File: config.mk
export PLATFORM = sky130hd
export DESIGN_NAME = kvst_scan
export DESIGN_NICKNAME = d
export VERILOG_FILES = /design/src/design/kvst_pkg.sv /design/src/design/kvst_scan.sv
export SDC_FILE = /design/constraint.sdc
export NUM_CORES = 1
export LEC_CHECK = 0
export ABC_AREA = 1
export BUFFER_PORTS_ARGS = -buffer_cell sky130_fd_sc_hd__buf_4
export CAP_MARGIN = 20
export CORE_ASPECT_RATIO = 0.9
export CORE_MARGIN = 8
export CORE_UTILIZATION = 28
export CTS_BUF_LIST = sky130_fd_sc_hd__clkbuf_16
export DETAILED_ROUTE_END_ITERATION = 7
export GPL_TIMING_DRIVEN = 0
export PLACE_DENSITY = 0.71
export SLEW_MARGIN = 20
export SYNTH_ARGS = -nofsm -noshare
export SYNTH_HDL_FRONTEND = slang
export SYNTH_SLANG_ARGS = --single-unit
export TNS_END_PERCENT = 20
File: constraint.sdc
create_clock -name clk -period 2.2 [get_ports clk]
set_input_delay 0.22 -clock clk [delete_from_list [all_inputs] [get_ports clk]]
set_output_delay 0.22 -clock clk [all_outputs]
set_load 0.02 [all_outputs]
File: src/design/kvst_pkg.sv
package kvst_pkg;

	// Fixed port widths
	localparam int unsigned KEY_W  = 64;
	localparam int unsigned FUNC_W = 2;
	localparam int unsigned DATA_W = 32;

	// Parameter defaults
	localparam int unsigned CAPACITY_DEF    = 64;
	localparam int unsigned KEY_BYTES_DEF   = 8;
	localparam int unsigned VALUE_WIDTH_DEF = 32;

	// Operation codes
	localparam logic [FUNC_W-1:0] FN_INSERT = 2'd0;
	localparam logic [FUNC_W-1:0] FN_LOOKUP = 2'd1;
	localparam logic [FUNC_W-1:0] FN_DELETE = 2'd2;

	typedef enum logic [1:0] {
		ST_IDLE,
		ST_SCAN,
		ST_DECIDE
	} state_t;

	// Sticky status
	typedef struct packed {
		logic not_found;
		logic empty;
		logic full;
		logic redef;
	} flags_t;

	// Slot store controls
	typedef struct packed {
		logic rd_en;
		logic wr_en;
		logic inval_en;
	} store_ctl_t;

	// Registered read side info
	typedef struct packed {
		logic strobe;
		logic slot_valid;
	} rd_info_t;

	// Scan outcome
	typedef struct packed {
		logic hit;
		logic free;
	} scan_res_t;

	// Keep bytes up to the first zero byte, and at most nbytes of them
	function automatic logic [KEY_W-1:0] norm_key(input logic [KEY_W-1:0] k,
			input int unsigned nbytes);
		logic [KEY_W-1:0] r;
		logic live;
		r = '0;
		live = 1'b1;
		for (int unsigned i = 0; i < KEY_W / 8; i++) begin
			if (i >= nbytes || k[8*i +: 8] == 8'd0) begin
				live = 1'b0;
			end
			if (live) begin
				r[8*i +: 8] = k[8*i +: 8];
			end
		end
		return r;
	endfunction

endpackage

File: src/design/kvst_scan.sv
module kvst_scan #(
	parameter int unsigned CAPACITY    = kvst_pkg::CAPACITY_DEF,
	parameter int unsigned KEY_BYTES   = kvst_pkg::KEY_BYTES_DEF,
	parameter int unsigned VALUE_WIDTH = kvst_pkg::VALUE_WIDTH_DEF
) (
	input  logic                   clk,
	input  logic                   arst_n,
	input  logic                   start,
	input  logic [8*KEY_BYTES-1:0] cmp_key,
	input  kvst_pkg::rd_info_t     rd_info,
	input  logic [$clog2(CAPACITY)-1:0] rd_idx,
	input  logic [8*KEY_BYTES-1:0] rd_key,
	input  logic [((VALUE_WIDTH < kvst_pkg::DATA_W) ? VALUE_WIDTH : kvst_pkg::DATA_W)-1:0]
		rd_value,
	output kvst_pkg::scan_res_t    res,
	output logic [$clog2(CAPACITY)-1:0] hit_idx,
	output logic [$clog2(CAPACITY)-1:0] free_idx,
	output logic [((VALUE_WIDTH < kvst_pkg::DATA_W) ? VALUE_WIDTH : kvst_pkg::DATA_W)-1:0]
		hit_value
);

	localparam int unsigned AW = $clog2(CAPACITY);
	localparam int unsigned SW = (VALUE_WIDTH < kvst_pkg::DATA_W) ? VALUE_WIDTH
		: kvst_pkg::DATA_W;

	logic          hit_q;
	logic          free_q;
	logic [AW-1:0] hit_idx_q;
	logic [AW-1:0] free_idx_q;
	logic [SW-1:0] hit_val_q;
	logic          take_hit;
	logic          take_free;

	// The one key comparator, one slot per cycle
	assign take_hit  = rd_info.strobe && rd_info.slot_valid && (rd_key == cmp_key) && !hit_q;
	assign take_free = rd_info.strobe && !rd_info.slot_valid && !free_q;

	always_ff @(posedge clk or negedge arst_n) begin
		if (!arst_n) begin
			hit_q  <= 1'b0;
			free_q <= 1'b0;
		end else if (start) begin
			hit_q  <= 1'b0;
			free_q <= 1'b0;
		end else begin
			if (take_hit) begin
				hit_q <= 1'b1;
			end
			if (take_free) begin
				free_q <= 1'b1;
			end
		end
	end

	// Matched slot and lowest free slot
	always_ff @(posedge clk) begin
		if (take_hit) begin
			hit_idx_q <= rd_idx;
			hit_val_q <= rd_value;
		end
		if (take_free) begin
			free_idx_q <= rd_idx;
		end
	end

	assign res.hit   = hit_q;
	assign res.free  = free_q;
	assign hit_idx   = hit_idx_q;
	assign free_idx  = free_idx_q;
	assign hit_value = hit_val_q;

	// Scan bookkeeping checks
	a_first_free_kept: assert property (@(posedge clk) disable iff (!arst_n)
		free_q && !start |=> free_q && $stable(free_idx_q))
		else $error("lowest free slot overwritten during scan");

	a_first_hit_kept: assert property (@(posedge clk) disable iff (!arst_n)
		hit_q && !start |=> hit_q && $stable(hit_idx_q))
		else $error("matched slot overwritten during scan");

	a_start_clears: assert property (@(posedge clk) disable iff (!arst_n)
		start |=> !hit_q && !free_q)
		else $error("scan result not cleared at start");

endmodule

After elaboration in Yosys (flattened, before gate mapping)

Cells that the tools add are included.

Output and inout bits: 46
Input bits: 171
Logic and storage cells: 20
Register bits: 46

Eq/ne operators: 1
Reductions and logical operators: 10
Multiplexer cells: 4

Operators by type and width:

| cell                 | count |
|---|---|
| equality test 64 bit | 1 |
| logical AND 1 bit    | 5 |
| two-way mux 1 bit    | 4 |
| nonzero test 2 bit   | 2 |
| logical NOT 1 bit    | 3 |

Depth between registers and ports, before layout

Depth in word-level cells: 5
Depth in mapped cells: 10
Depth with buffers taken out: 10

Worst setup path before layout

OpenSTA, ideal clock, no wires.

Path type: input to register
From: input cmp_key[16]
To: register hit_idx_q[0] (netlist: hit_idx[0]) (enable)
Library setup time: 433 ps
Data required time: 1767 ps
Path buffers: 0
Setup slack: -671 ps
Stages: 7
Data arrival time: 2438 ps
Path through: xnor2_1 > o21ai_1 > nor3_2 > nand2_1 > nor2_1 > nand3_1 > nor2_1

Longest elaborated chain between the ends: 3

RTL lines:

| what                            | line            | RTL |
|---|---|---|
| start: declaration              | kvst_scan.sv:9  | `input logic [8*KEY_BYTES-1:0] cmp_key,` |
| equality test 64 bit            | kvst_scan.sv:35 | `assign take_hit = rd_info.strobe && rd_info.slot_valid && (rd_key == cmp_key) && !hit_q;` |
| logical AND 1 bit (2 in series) | kvst_scan.sv:35 |  |
| via take_hit                    | kvst_scan.sv:31 | `logic take_hit;` |
| end signal: assignment          | kvst_scan.sv:58 | `hit_idx_q <= rd_idx;` |
| end: declaration                | kvst_scan.sv:28 | `logic [AW-1:0] hit_idx_q;` |

The timed path passes the listed nets, and every way through them passes these cells.
A chain may end at the register's enable or synchronous reset.

Final worst setup path

From: input cmp_key[14]
To: register hit_val_q[12] (netlist: hit_value[12]) (enable)

Longest elaborated chain between the ends: 3

RTL lines:

| what                            | line            | RTL |
|---|---|---|
| equality test 64 bit            | kvst_scan.sv:35 |  |
| logical AND 1 bit (2 in series) | kvst_scan.sv:35 |  |
| via take_hit                    | kvst_scan.sv:31 |  |
| end signal: assignment          | kvst_scan.sv:59 | `hit_val_q <= rd_value;` |
| end: declaration                | kvst_scan.sv:30 | `logic [SW-1:0] hit_val_q;` |

The timed path passes the listed nets, and every way through them passes these cells.

==> results.json <==
{
  "status": "completed",
  "placed_cells": 799,
  "layout_commonest_cell": "buf_4",
  "multi_input_area_um2": 1349,
  "initial_core_util": 0.2848,
  "grt_pass1_wl_mm": 18.26,
  "routedWlPerCell_um": 14.62,
  "period_share": 0.9605,
  "n_fill_cell": 1093,
  "via_per_inst": 4.260,
  "fin_crit_ns": 2.113,
  "setup_viol": 0,
  "drtAntennaViolNets": 0,
  "core_um2": 10770,
  "grt_max_degree": 39,
  "leakagePower_nw": 2.790,
  "synth.top_cell.area_share": 0.4310,
  "synthCells": 450,
  "synth_top_family_by_area": "simple AND/OR/NAND/NOR gates",
  "synthSimpleGateAreaFrac": 0.3751,
  "synth_compound_area_frac": 0.01265,
  "worstRegToRegCells": 1,
  "grt_antenna_before_repair": 0,
  "drc_errors": 0,
  "numCtsBuffers": 5,
  "avgSynthCellArea_um2": 6.812,
  "rows": 36,
  "io_buffers": 216,
  "worst_hold_slack_ns": 0.09717,
  "ys_seq_area_frac": 0.4473,
  "end_kind": "flip-flop",
  "dr_total_vias": 3442,
  "gp_congestion": 0.8148,
  "cellPowerDensity_nw_per_um2": 466.1,
  "area_delta_synth_final_pct": 65.39,
  "n_antenna_cell": 0,
  "criticalPathCategory": "input port to flip-flop",
  "die_x_um": 126.3,
  "die_area_um2": 14560,
  "synthAdderAreaFrac": 0,
  "synthArstFlopShare": 0.04348,
  "synth.distinct_cells": 22,
  "clk_pin_slew_ns": 0.06,
  "final_cells": 808,
  "r2r_slack_ns": 0.55,
  "synthXorXnorAreaFrac": 0.04000,
  "holdPathStages": 2,
  "hpwl_mm": 10.70,
  "cts-htree-levels": 2,
  "clock_latency_ns": 0.28,
  "drive_gt1_frac": 0.3630,
  "die_h_um": 115.3,
  "grt-ovfl-total": 0,
  "register_area_um2": 1371,
  "required_ns": 2.10,
  "cts.root.buffer_cell": "clkbuf_16",
  "synth_mux_area_frac": 0,
  "routed_wl_mm": 11.82,
  "final_cell_mix": "buf_4, nand2_1, inv_1",
  "arrival_ns": 2.01,
  "rsz0062_at_grt": "yes",
  "num_io_pins": 217,
  "yosysWarnings": 0,
  "syn_area_um2": 3065,
  "synth_nets": 621,
  "finalClockSkew_ns": 0.007747,
  "whs_endpoint": "hit_q",
  "vdd_drop_max_v": 0.0002481,
  "ys_seq_elements": 46,
  "synth_ff_type": "edfxtp_1",
  "first_pass_iters": 4,
  "rr_startpoint": "hit_q",
  "cts_sinks": 46,
  "drv_cap": 0,
  "path_max_fanout": 38,
  "r2r_end": "hit_value[12]",
  "synth_edf_count": 44,
  "grt_pass1_vias": 3640,
  "hold_path.class": "input port to flip-flop",
  "relSlewSlack": 0.2916,
  "min_from": "start",
  "drt-initial-drc-count": 113,
  "fin_nets": 845,
  "drv_slew": 0,
  "fmax_mhz": 473.3,
  "track_usage": 0.1599,
  "cts_tree": "built",
  "cts_buffer_depth": 2,
  "hold_viol": 0,
  "yosys.area.top_type": "edfxtp_1",
  "synth_area_leaders": "edfxtp_1, nand2_1, inv_1, nor2_1, xnor2_1",
  "crit_path_start_kind": "input port",
  "tightest_slew_ns": 1.060,
  "p_total_mw": 2.363
}
report_power, final:
part	total [mW]	leakage (nW)	switching (mW)	internal (mW)
logic	0.555	2.28	0.250	0.305
clock network	0.840	0.0842	0.303	0.537
registers	0.968	0.424	0.00227	0.966
worst max path at each step:
stage                     slack [ns]  cells past startpoint       endpoint         from
after global routing           -0.09                     10  hit_value[10]  cmp_key[22]
final                           0.09                      8  hit_value[12]  cmp_key[14]
after floorplan                 0.34                      7     hit_idx[0]  cmp_key[16]
after CTS                      0.004                     10  hit_value[20]  cmp_key[37]
after global placement         -0.34                      8   hit_value[7]  cmp_key[54]
after detailed placement       -0.37                      8   hit_value[6]  cmp_key[54]
synthesized netlist by cell type, drive strengths merged, types with 2 or more instances:
cell type and instances:
a21oi 3, edfxtp 44, nand2 172, xnor2 13, buf 2, nor2 74, nand3 11, or2 8
o21ai 4, inv 98, nor3 3, dfrtp 2, nand4 11
worst max-delay path, cell delays in order:
cell and delay, ns:
buf_4 0.11, xnor2_1 0.27, nand4_1 0.13, nor2_1 0.12
nand2_1 0.08, nor2_2 0.14, nand3_2 0.10, nor2_4 0.81
state kept, by name (all words and copies together) (netlist names):
| name | cells |
|---|---|
| hit_idx | 6 |
| free_q | 1 |
| hit_value | 32 |
| free_idx | 6 |
| hit_q | 1 |
kinds of logic after synthesis:
family / count (synthesis)
DFF: 46
and+or+nand+nor: 283
xor gates and xnor gates: 14
buffers and inverters: 100
AOI/OAI and AO/OA: 7
per-layer routing:
metal | track usage | vias up | share of wire
li1 | - | 1800 | -
met1 | 0.1870 | 1489 | 0.41
met2 | 0.2830 | 147 | 0.48
met3 | 0.05239 | 6 | 0.10
met4 | 0.02882 | 0 | 0.0067
met5 | 0 | - | 0
layout make-up:
| class | instances | area share |
|---|---|---|
| Tap cell | 133 | 0.03282 |
| Timing Repair Buffer | 217 | 0.3218 |
| Buffer | 2 | 0.002962 |
| Inverter | 98 | 0.07256 |
| Multi-Input combinational cell | 304 | 0.2660 |
| Sequential cell | 46 | 0.2705 |
| Clock buffer | 5 | 0.02468 |
| Clock inverter | 3 | 0.008638 |
through the flow:
step,area [um2],setup TNS [ns],setup slack [ns],utilization
after floorplan,3073,0,0.3448,-
after global placement,4861,-12.89,-0.3419,0.4515
after detailed placement,4861,-13.88,-0.3674,0.4515
after CTS,5052,0,0.003709,0.4693
after global routing,5070,-2.799,-0.08551,0.4709
final,5070,0,0.08699,0.4709
timing repair:
action                                 CTS  global route
hold buffers                             1             0
setup endpoints to repair               38            38
pin swaps                                0             2
endpoints found under the hold margin    2             0
buffers inserted                         0             0
resized for setup                        2             4
Power figures use the tool's default switching activity.
