## config.mk

```make
export PLATFORM = sky130hd
export DESIGN_NAME = kvst_ctrl
export DESIGN_NICKNAME = d
export VERILOG_FILES = /design/src/design/kvst_pkg.sv /design/src/design/kvst_ctrl.sv
export SDC_FILE = /design/constraint.sdc
export NUM_CORES = 1
export LEC_CHECK = 0
export BUFFER_PORTS_ARGS = -buffer_cell sky130_fd_sc_hd__buf_4
export CAP_MARGIN = 10
export CELL_PAD_IN_SITES_DETAIL_PLACEMENT = 0
export CELL_PAD_IN_SITES_GLOBAL_PLACEMENT = 2
export CORE_MARGIN = 5
export CORE_UTILIZATION = 31
export CTS_CLUSTER_DIAMETER = 40
export DETAILED_ROUTE_END_ITERATION = 7
export GPL_TIMING_DRIVEN = 0
export HOLD_SLACK_MARGIN = 0.1
export PLACE_DENSITY = 0.81
export SETUP_SLACK_MARGIN = 0.5
export SYNTH_ARGS = -nofsm -noshare
export SYNTH_HDL_FRONTEND = slang
export SYNTH_SLANG_ARGS = --single-unit
```

## constraint.sdc

```tcl
create_clock -name clk -period 4.94 [get_ports clk]
set_input_delay 0.247 -clock clk [delete_from_list [all_inputs] [get_ports clk]]
set_output_delay 0.247 -clock clk [all_outputs]
set_load 0.02 [all_outputs]
```

## src/design/kvst_pkg.sv

```systemverilog
package kvst_pkg;

	// Fixed port widths
	localparam int unsigned KEY_W  = 64;
	localparam int unsigned FUNC_W = 2;
	localparam int unsigned DATA_W = 32;

	// Parameter defaults
	localparam int unsigned CAPACITY_DEF    = 64;
	localparam int unsigned KEY_BYTES_DEF   = 8;
	localparam int unsigned VALUE_WIDTH_DEF = 32;

	// Operation codes
	localparam logic [FUNC_W-1:0] FN_INSERT = 2'd0;
	localparam logic [FUNC_W-1:0] FN_LOOKUP = 2'd1;
	localparam logic [FUNC_W-1:0] FN_DELETE = 2'd2;

	typedef enum logic [1:0] {
		ST_IDLE,
		ST_SCAN,
		ST_DECIDE
	} state_t;

	// Sticky status
	typedef struct packed {
		logic not_found;
		logic empty;
		logic full;
		logic redef;
	} flags_t;

	// Slot store controls
	typedef struct packed {
		logic rd_en;
		logic wr_en;
		logic inval_en;
	} store_ctl_t;

	// Registered read side info
	typedef struct packed {
		logic strobe;
		logic slot_valid;
	} rd_info_t;

	// Scan outcome
	typedef struct packed {
		logic hit;
		logic free;
	} scan_res_t;

	// Keep bytes up to the first zero byte, and at most nbytes of them
	function automatic logic [KEY_W-1:0] norm_key(input logic [KEY_W-1:0] k,
			input int unsigned nbytes);
		logic [KEY_W-1:0] r;
		logic live;
		r = '0;
		live = 1'b1;
		for (int unsigned i = 0; i < KEY_W / 8; i++) begin
			if (i >= nbytes || k[8*i +: 8] == 8'd0) begin
				live = 1'b0;
			end
			if (live) begin
				r[8*i +: 8] = k[8*i +: 8];
			end
		end
		return r;
	endfunction

endpackage

```

## src/design/kvst_ctrl.sv

```systemverilog
module kvst_ctrl #(
	parameter int unsigned CAPACITY    = kvst_pkg::CAPACITY_DEF,
	parameter int unsigned KEY_BYTES   = kvst_pkg::KEY_BYTES_DEF,
	parameter int unsigned VALUE_WIDTH = kvst_pkg::VALUE_WIDTH_DEF
) (
	input  logic                          clk,
	input  logic                          arst_n,
	input  logic                          req_valid,
	output logic                          req_ready,
	input  logic [kvst_pkg::FUNC_W-1:0]   func,
	input  logic [kvst_pkg::KEY_W-1:0]    key,
	input  logic [kvst_pkg::DATA_W-1:0]   value,
	input  logic                          clear_flags,
	output logic                          rsp_valid,
	input  logic                          rsp_ready,
	output logic [kvst_pkg::DATA_W-1:0]   found_value,
	output kvst_pkg::flags_t              flags,
	output kvst_pkg::store_ctl_t          ctl,
	output logic [$clog2(CAPACITY)-1:0]   rd_addr,
	output logic                          scan_start,
	output logic [8*KEY_BYTES-1:0]        cmp_key,
	output logic [((VALUE_WIDTH < kvst_pkg::DATA_W) ? VALUE_WIDTH : kvst_pkg::DATA_W)-1:0]
		wr_value,
	input  kvst_pkg::scan_res_t           res,
	input  logic [((VALUE_WIDTH < kvst_pkg::DATA_W) ? VALUE_WIDTH : kvst_pkg::DATA_W)-1:0]
		hit_value,
	input  logic                          empty
);

	localparam int unsigned AW = $clog2(CAPACITY);
	localparam int unsigned CW = $clog2(CAPACITY + 1);
	localparam int unsigned KW = 8 * KEY_BYTES;
	localparam int unsigned SW = (VALUE_WIDTH < kvst_pkg::DATA_W) ? VALUE_WIDTH
		: kvst_pkg::DATA_W;

	kvst_pkg::state_t            st_q, st_d;
	logic [CW-1:0]               cnt_q;
	logic [kvst_pkg::FUNC_W-1:0] func_q;
	logic [KW-1:0]               key_q;
	logic [SW-1:0]               value_q;
	logic                        clr_q;
	kvst_pkg::flags_t            sticky_q;
	kvst_pkg::flags_t            flags_out_q;
	logic [kvst_pkg::DATA_W-1:0] found_q;
	logic                        rsp_valid_q;
	logic [kvst_pkg::KEY_W-1:0]  key_n;
	logic                        accept;
	logic                        adv;
	logic                        load;
	logic                        scan_last;
	kvst_pkg::flags_t            flags_nx;
	logic [kvst_pkg::DATA_W-1:0] found_nx;
	logic                        wr_nx;
	logic                        inval_nx;

	assign key_n     = kvst_pkg::norm_key(key, KEY_BYTES);
	assign accept    = req_valid && req_ready;
	assign adv       = !rsp_valid_q || rsp_ready;
	assign scan_last = (cnt_q == CW'(CAPACITY));

	// Outcome of the finished scan
	always_comb begin
		flags_nx = sticky_q;
		found_nx = '0;
		wr_nx    = 1'b0;
		inval_nx = 1'b0;
		case (func_q)
			kvst_pkg::FN_INSERT: begin
				flags_nx.redef = 1'b0;
				flags_nx.full  = 1'b0;
				if (res.hit) begin
					flags_nx.redef = 1'b1;
				end else if (res.free) begin
					wr_nx = 1'b1;
				end else begin
					flags_nx.full = 1'b1;
				end
			end
			kvst_pkg::FN_LOOKUP, kvst_pkg::FN_DELETE: begin
				if (empty) begin
					flags_nx.empty     = 1'b1;
					flags_nx.not_found = 1'b1;
				end else begin
					flags_nx.not_found = !res.hit;
					if (res.hit && func_q == kvst_pkg::FN_LOOKUP) begin
						found_nx = kvst_pkg::DATA_W'(hit_value);
					end
					if (res.hit && func_q == kvst_pkg::FN_DELETE) begin
						inval_nx = 1'b1;
					end
				end
			end
			default: begin
			end
		endcase
	end

	// Sequencer: next state and outputs
	always_comb begin
		st_d         = st_q;
		req_ready    = 1'b0;
		scan_start   = 1'b0;
		load         = 1'b0;
		ctl.rd_en    = 1'b0;
		ctl.wr_en    = 1'b0;
		ctl.inval_en = 1'b0;
		case (st_q)
			kvst_pkg::ST_IDLE: begin
				req_ready = 1'b1;
				if (req_valid) begin
					scan_start = 1'b1;
					st_d       = kvst_pkg::ST_SCAN;
				end
			end
			kvst_pkg::ST_SCAN: begin
				ctl.rd_en = !scan_last;
				if (scan_last) begin
					st_d = kvst_pkg::ST_DECIDE;
				end
			end
			kvst_pkg::ST_DECIDE: begin
				if (adv) begin
					load         = 1'b1;
					ctl.wr_en    = wr_nx;
					ctl.inval_en = inval_nx;
					st_d         = kvst_pkg::ST_IDLE;
				end
			end
			default: begin
				st_d = kvst_pkg::ST_IDLE;
			end
		endcase
	end

	// Control registers
	always_ff @(posedge clk or negedge arst_n) begin
		if (!arst_n) begin
			st_q        <= kvst_pkg::ST_IDLE;
			cnt_q       <= '0;
			sticky_q    <= '0;
			rsp_valid_q <= 1'b0;
		end else begin
			st_q <= st_d;
			if (accept) begin
				cnt_q <= '0;
			end else if (st_q == kvst_pkg::ST_SCAN && !scan_last) begin
				cnt_q <= cnt_q + CW'(1);
			end
			if (load) begin
				sticky_q    <= clr_q ? '0 : flags_nx;
				rsp_valid_q <= 1'b1;
			end else if (rsp_ready) begin
				rsp_valid_q <= 1'b0;
			end
		end
	end

	// Captured request and output word
	always_ff @(posedge clk) begin
		if (accept) begin
			func_q  <= func;
			key_q   <= key_n[KW-1:0];
			value_q <= value[SW-1:0];
			clr_q   <= clear_flags;
		end
		if (load) begin
			found_q     <= found_nx;
			flags_out_q <= flags_nx;
		end
	end

	assign rd_addr     = cnt_q[AW-1:0];
	assign cmp_key     = key_q;
	assign wr_value    = value_q;
	assign rsp_valid   = rsp_valid_q;
	assign found_value = found_q;
	assign flags       = flags_out_q;

	// Sequencer checks
	a_wr_inval_excl: assert property (@(posedge clk) disable iff (!arst_n)
		!(ctl.wr_en && ctl.inval_en))
		else $error("slot write and invalidate in one cycle");

	a_no_write_on_redef: assert property (@(posedge clk) disable iff (!arst_n)
		load && func_q == kvst_pkg::FN_INSERT && res.hit |-> !ctl.wr_en)
		else $error("insert wrote a duplicate key");

	a_load_presents: assert property (@(posedge clk) disable iff (!arst_n)
		load |=> rsp_valid && st_q == kvst_pkg::ST_IDLE)
		else $error("finished word not presented");

	a_accept_scans: assert property (@(posedge clk) disable iff (!arst_n)
		accept |=> st_q == kvst_pkg::ST_SCAN && cnt_q == '0)
		else $error("accepted word did not start a scan");

endmodule

```

== After elaboration in Yosys (flattened, before gate mapping) ==
Index checks and enable logic that the tools add are counted.

* Add/sub/neg operators: 1
* Equal/unequal tests: 8
* Multiplexer cells: 38
* Bitwise gates (word level): 2
* Reduce and logical (&&, ||, !) cells: 23

{| class="wikitable"
|+ Operators by type and width
! operator !! number
|-
| 8-bit logical NOT || 8
|-
| 1-bit 2-to-1 mux || 27
|-
| 2-bit 2-to-1 mux || 7
|-
| 7-bit 2-to-1 mux || 2
|-
| 7-bit by 1-bit adder with 7-bit output, second input constant || 1
|-
| 7-bit equality test, second input constant || 1
|-
| 2-bit inequality test, second input constant || 3
|-
| 2-bit case mux with 3 select lines || 1
|-
| 2-bit by 1-bit equality test with 1-bit output, second input constant || 2
|-
| 2-bit equality test, second input constant || 2
|-
| 1-bit logical AND || 4
|-
| 2-bit logical NOT || 2
|-
| 4-bit 2-to-1 mux || 1
|-
| 2-bit nonzero test || 2
|-
| 1-bit logical NOT || 3
|-
| 3-bit AND reduction || 1
|-
| 3-bit OR reduction || 1
|-
| 1-bit NOT || 2
|-
| 2-bit OR reduction || 1
|-
| 1-bit logical OR || 1
|}

* Bits in registers: 149
* Input bits: 138
* Output and inout bits: 144

== Longest topological paths before layout ==
* Word-level depth: 9
* Mapped depth: 6
* Gate-level depth less buffers: 5

== Least setup slack after synthesis ==
No wires, ideal clock.

* Kind: flip-flop to flip-flop
* Start: register st_q[1]
* End: register clr_q (enable)
* Library setup time: 0.461 ns
* Data arrival time: 3.009 ns
* Slack: 1.470 ns
* Cell stages (with the launch flop): 4
* Buffers on the path: 0
* Cells stage by stage: dfrtp_1 > nor2_1 > nand2_1 > inv_1

* Longest elaborated chain between the ends: 3

{| class="wikitable"
|+ Ends and longest elaborated chain
! what !! RTL line !! source
|-
| start: declaration || kvst_ctrl.sv:36 || <nowiki>kvst_pkg::state_t st_q, st_d;</nowiki>
|-
| start signal: assignment || kvst_ctrl.sv:138 || <nowiki>st_q <= kvst_pkg::ST_IDLE;</nowiki>
|-
| start signal: assignment || kvst_ctrl.sv:143 || <nowiki>st_q <= st_d;</nowiki>
|-
| 2-bit logical NOT || kvst_ctrl.sv:107 || <nowiki>case (st_q)</nowiki>
|-
| 1-bit 2-to-1 mux || kvst_ctrl.sv:107 ||
|-
| via req_ready || kvst_ctrl.sv:9 || <nowiki>output logic req_ready,</nowiki>
|-
| 1-bit logical AND || kvst_ctrl.sv:57 || <nowiki>assign accept = req_valid && req_ready;</nowiki>
|-
| end signal: assignment || kvst_ctrl.sv:164 || <nowiki>clr_q <= clear_flags;</nowiki>
|-
| end: declaration || kvst_ctrl.sv:41 || <nowiki>logic clr_q;</nowiki>
|}

The timed path passes the listed nets, and every way through them passes these cells.
A chain may end at the register's enable or synchronous reset.

== Worst setup path after layout ==
* Start: register st_q[0]
* End: output port scan_start

* Longest elaborated chain between the ends: 2

{| class="wikitable"
|+ Ends and longest elaborated chain
! what !! RTL line !! source
|-
| 2-bit logical NOT || kvst_ctrl.sv:107 ||
|-
| 1-bit 2-to-1 mux || kvst_ctrl.sv:107 ||
|-
| end: declaration || kvst_ctrl.sv:20 || <nowiki>output logic scan_start,</nowiki>
|}

Every way passes these cells.

==> out/qor.txt <==
unrepaired setup endpoints after global routing - false
r2r setup slk - 3.01 ns
period utilization - 49.3%
Chip Height - 147 um
Final Slew Violations - 0
hold_sp - key[7]
setup TNS - 0 ns
Placed Cells - 913
Final #Nets - 886
Core Rows - 50
Post-synth EDFFs - 135
Fmax - 410 MHz
pwr dens - 388 nW/um2
max_slew headroom - 60.8%
CTS Buf Count - 17
outcome - completed
crit path DAT - 2.19 ns
final clock skew - 0.0101 ns
Area Growth Syn to Fin - 59.3%
asr flop ratio synth - 9.40%
I/O pins - 282
gpl congestion - 0.798
Root Buffer - clkbuf_16
crit end category - output pin
post-synthesis sequential area ratio - 76.1%
worst hold slack - 0.123 ns
diode count - 0
CTS tree - built
post-DP HPWL - 13.0 mm
Worst Hold Class - input port to register
largest fanout on the critical path - 64
Crit Path Class - register to output pin
leading cell type in the layout, fill and taps excluded - buf_4
antenna violations before repair - 0
clock-pin slew on the worst setup and hold paths - 0.06 ns
initial detailed-routing violation count - 189
dominant synthesized flop cell - edfxtp_1
yosys warns - 0
Syn Area/Cell - 14.6 um2
die area - 21500 um2
count of final hold-check violations - 0
Vias/cell - 4.57
H-tree depth - 4
largest net degree at the start of global routing - 65
Syn Inst Count - 396
Max-Cap Viols - 0
Post-Syn Nets - 539
first-pass GRT wire length - 26.2 mm
Cell Count, Final, Fillers Out - 990
CP Launch Type - register
commonest cells after routing, fill and taps aside - buf_4, edfxtp_1, and3_1, dlygate4sd3_1, nand2_1
number of global-route vias before repair - 4738
reg-to-reg startpoint - st_q[0]
clock buffer depth - 2
drt total wl - 17.2 mm
R2R depth - 4
# DRC - 0
Core Area - 18500 um2
Leakage - 0.00402 uW
Min Clock Period, post-route - 2.44 ns
First-pass DRT Iterations - 5
Max VDD drop - 217 uV
library cells used by synthesis - 32
Worst-Margin Slew - 0.589 ns
WP data required - 4.69 ns
post-route ant nets - 0
vias post-DR - 4525
GRT Util Overall - 15.7%
clk_lat worst skew - 0.42 ns
post-cts resize count - 0
Overflow after GRT - 0
R2R Path End - cmp_key[17]
Min-Delay Path Depth - 2
Initial Util - 31.2%
die width - 147 um
WHS Endpoint - cmp_key[7]
number of endpoints failing setup at the final stage - 0
post-synthesis instance area - 5780 um2
clk sinks - 149
WL per Instance - 17.4 um
# port buffers - 281
layout cells sized above 1 - 44.2%
synthesized flop and latch total - 149
==> worst max-delay path: stages, from the launching register on <==
cell and delay, ns:
dfrtp_1 0.43, nor2_1 0.15, nand2_1 0.15, inv_4 0.43
buf_16 0.35, buf_4 0.21
==> area by class of cell <==
type	instances	area, um2
plain buffers	29	164
clock buffers	21	440
clock inverters	11	78.8
fillers	1675	9300
inverters	8	32.5
multi-input cells	210	1190
flip-flops and latches	149	4400
well taps	234	293
repair buffers	328	2620
==> worst max-delay path by stage <==
| stage | startpoint | to | slack (ns) |
|---|---|---|---|
| global placement | st_q[0] | scan_start | 0.63 |
| finish | st_q[0] | scan_start | 2.50 |
| global route | st_q[0] | scan_start | 2.29 |
| CTS | st_q[0] | scan_start | 2.43 |
| floorplan | st_q[1] | clr_q | 1.47 |
| detailed placement | st_q[0] | scan_start | 2.89 |
==> stage by stage <==
stage / worst slack, ns / total power [uW] / area (um2) / util (%)
floorplan: 1.47 / 2050 / 5780 / -
global placement: 0.631 / 2430 / 8190 / 44.2
detailed placement: 2.89 / 2430 / 8240 / 44.5
CTS: 2.43 / 3620 / 9210 / 49.8
global route: 2.29 / 3740 / 9210 / 49.8
finish: 2.50 / 3580 / 9210 / 49.8
==> Yosys cell counts (all sizes together), types with 2 or more instances <==
| library cell | number | area [um2] |
|---|---|---|
| a21oi | 5 | 25.0 |
| a22o | 2 | 17.5 |
| and2 | 9 | 58.8 |
| and3 | 48 | 300 |
| buf | 12 | 90.1 |
| clkbuf | 17 | 73.8 |
| dfrtp | 14 | 350 |
| edfxtp | 135 | 4050 |
| ha | 5 | 62.6 |
| inv | 8 | 30.0 |
| mux2 | 2 | 22.5 |
| mux2i | 2 | 20.0 |
| nand2 | 39 | 159 |
| nand2b | 4 | 25.0 |
| nand3 | 21 | 110 |
| nor2 | 24 | 90.1 |
| nor2b | 2 | 12.5 |
| nor3 | 11 | 55.1 |
| nor4 | 23 | 144 |
| o21ai | 5 | 25.0 |
| or3 | 2 | 12.5 |
| xnor2 | 2 | 17.5 |
==> cell families (layout without fill, tap and decap cells) <==
| kind of cell | count (synthesis) | count (layout) | share of synthesized area (%) |
|---|---|---|---|
| buf+inv | 37 | 397 | 3.35 |
| mux | 4 | 4 | 0.735 |
| flops | 149 | 149 | 76.1 |
| fa+ha+maj | 5 | 5 | 1.08 |
| xor+xnor | 2 | 2 | 0.303 |
| simple gates | 186 | 186 | 17.1 |
| compound gates | 13 | 13 | 1.30 |
==> metal layers <==
layer  GRT usage (%)  routed length, um  vias to the layer above
met1            17.3               6550                     2134
met4            5.97                300                        0
met5               0                  0                        -
met3            7.20               1810                       24
li1                -                  -                     2163
met2            26.4               8540                      204
==> what timing repair did <==
item                                    CTS  global route
buffers inserted                          0             0
hold buffers                             45             0
endpoints found under the hold margin    58             0
endpoints found under the setup margin    0             0
==> sequential cells by signal, indices dropped and copies added, names as in the netlist, 2 cells and up <==
| signal | count |
|---|---|
| func_q | 2 |
| st_q | 2 |
| found_value | 32 |
| cnt_q | 7 |
| sticky_q | 4 |
| cmp_key | 64 |
| flags | 4 |
| wr_value | 32 |
==> where the power goes <==
part | switching [uW] | internal [uW] | total, uW | leakage, uW
sequential | 70.3 | 1560 | 1630 | 0.00141
clock | 509 | 643 | 1150 | 0.000240
combinational | 444 | 355 | 799 | 0.00237
total | 1020 | 2550 | 3580 | 0.00402
Power figures use the tool's default switching activity.
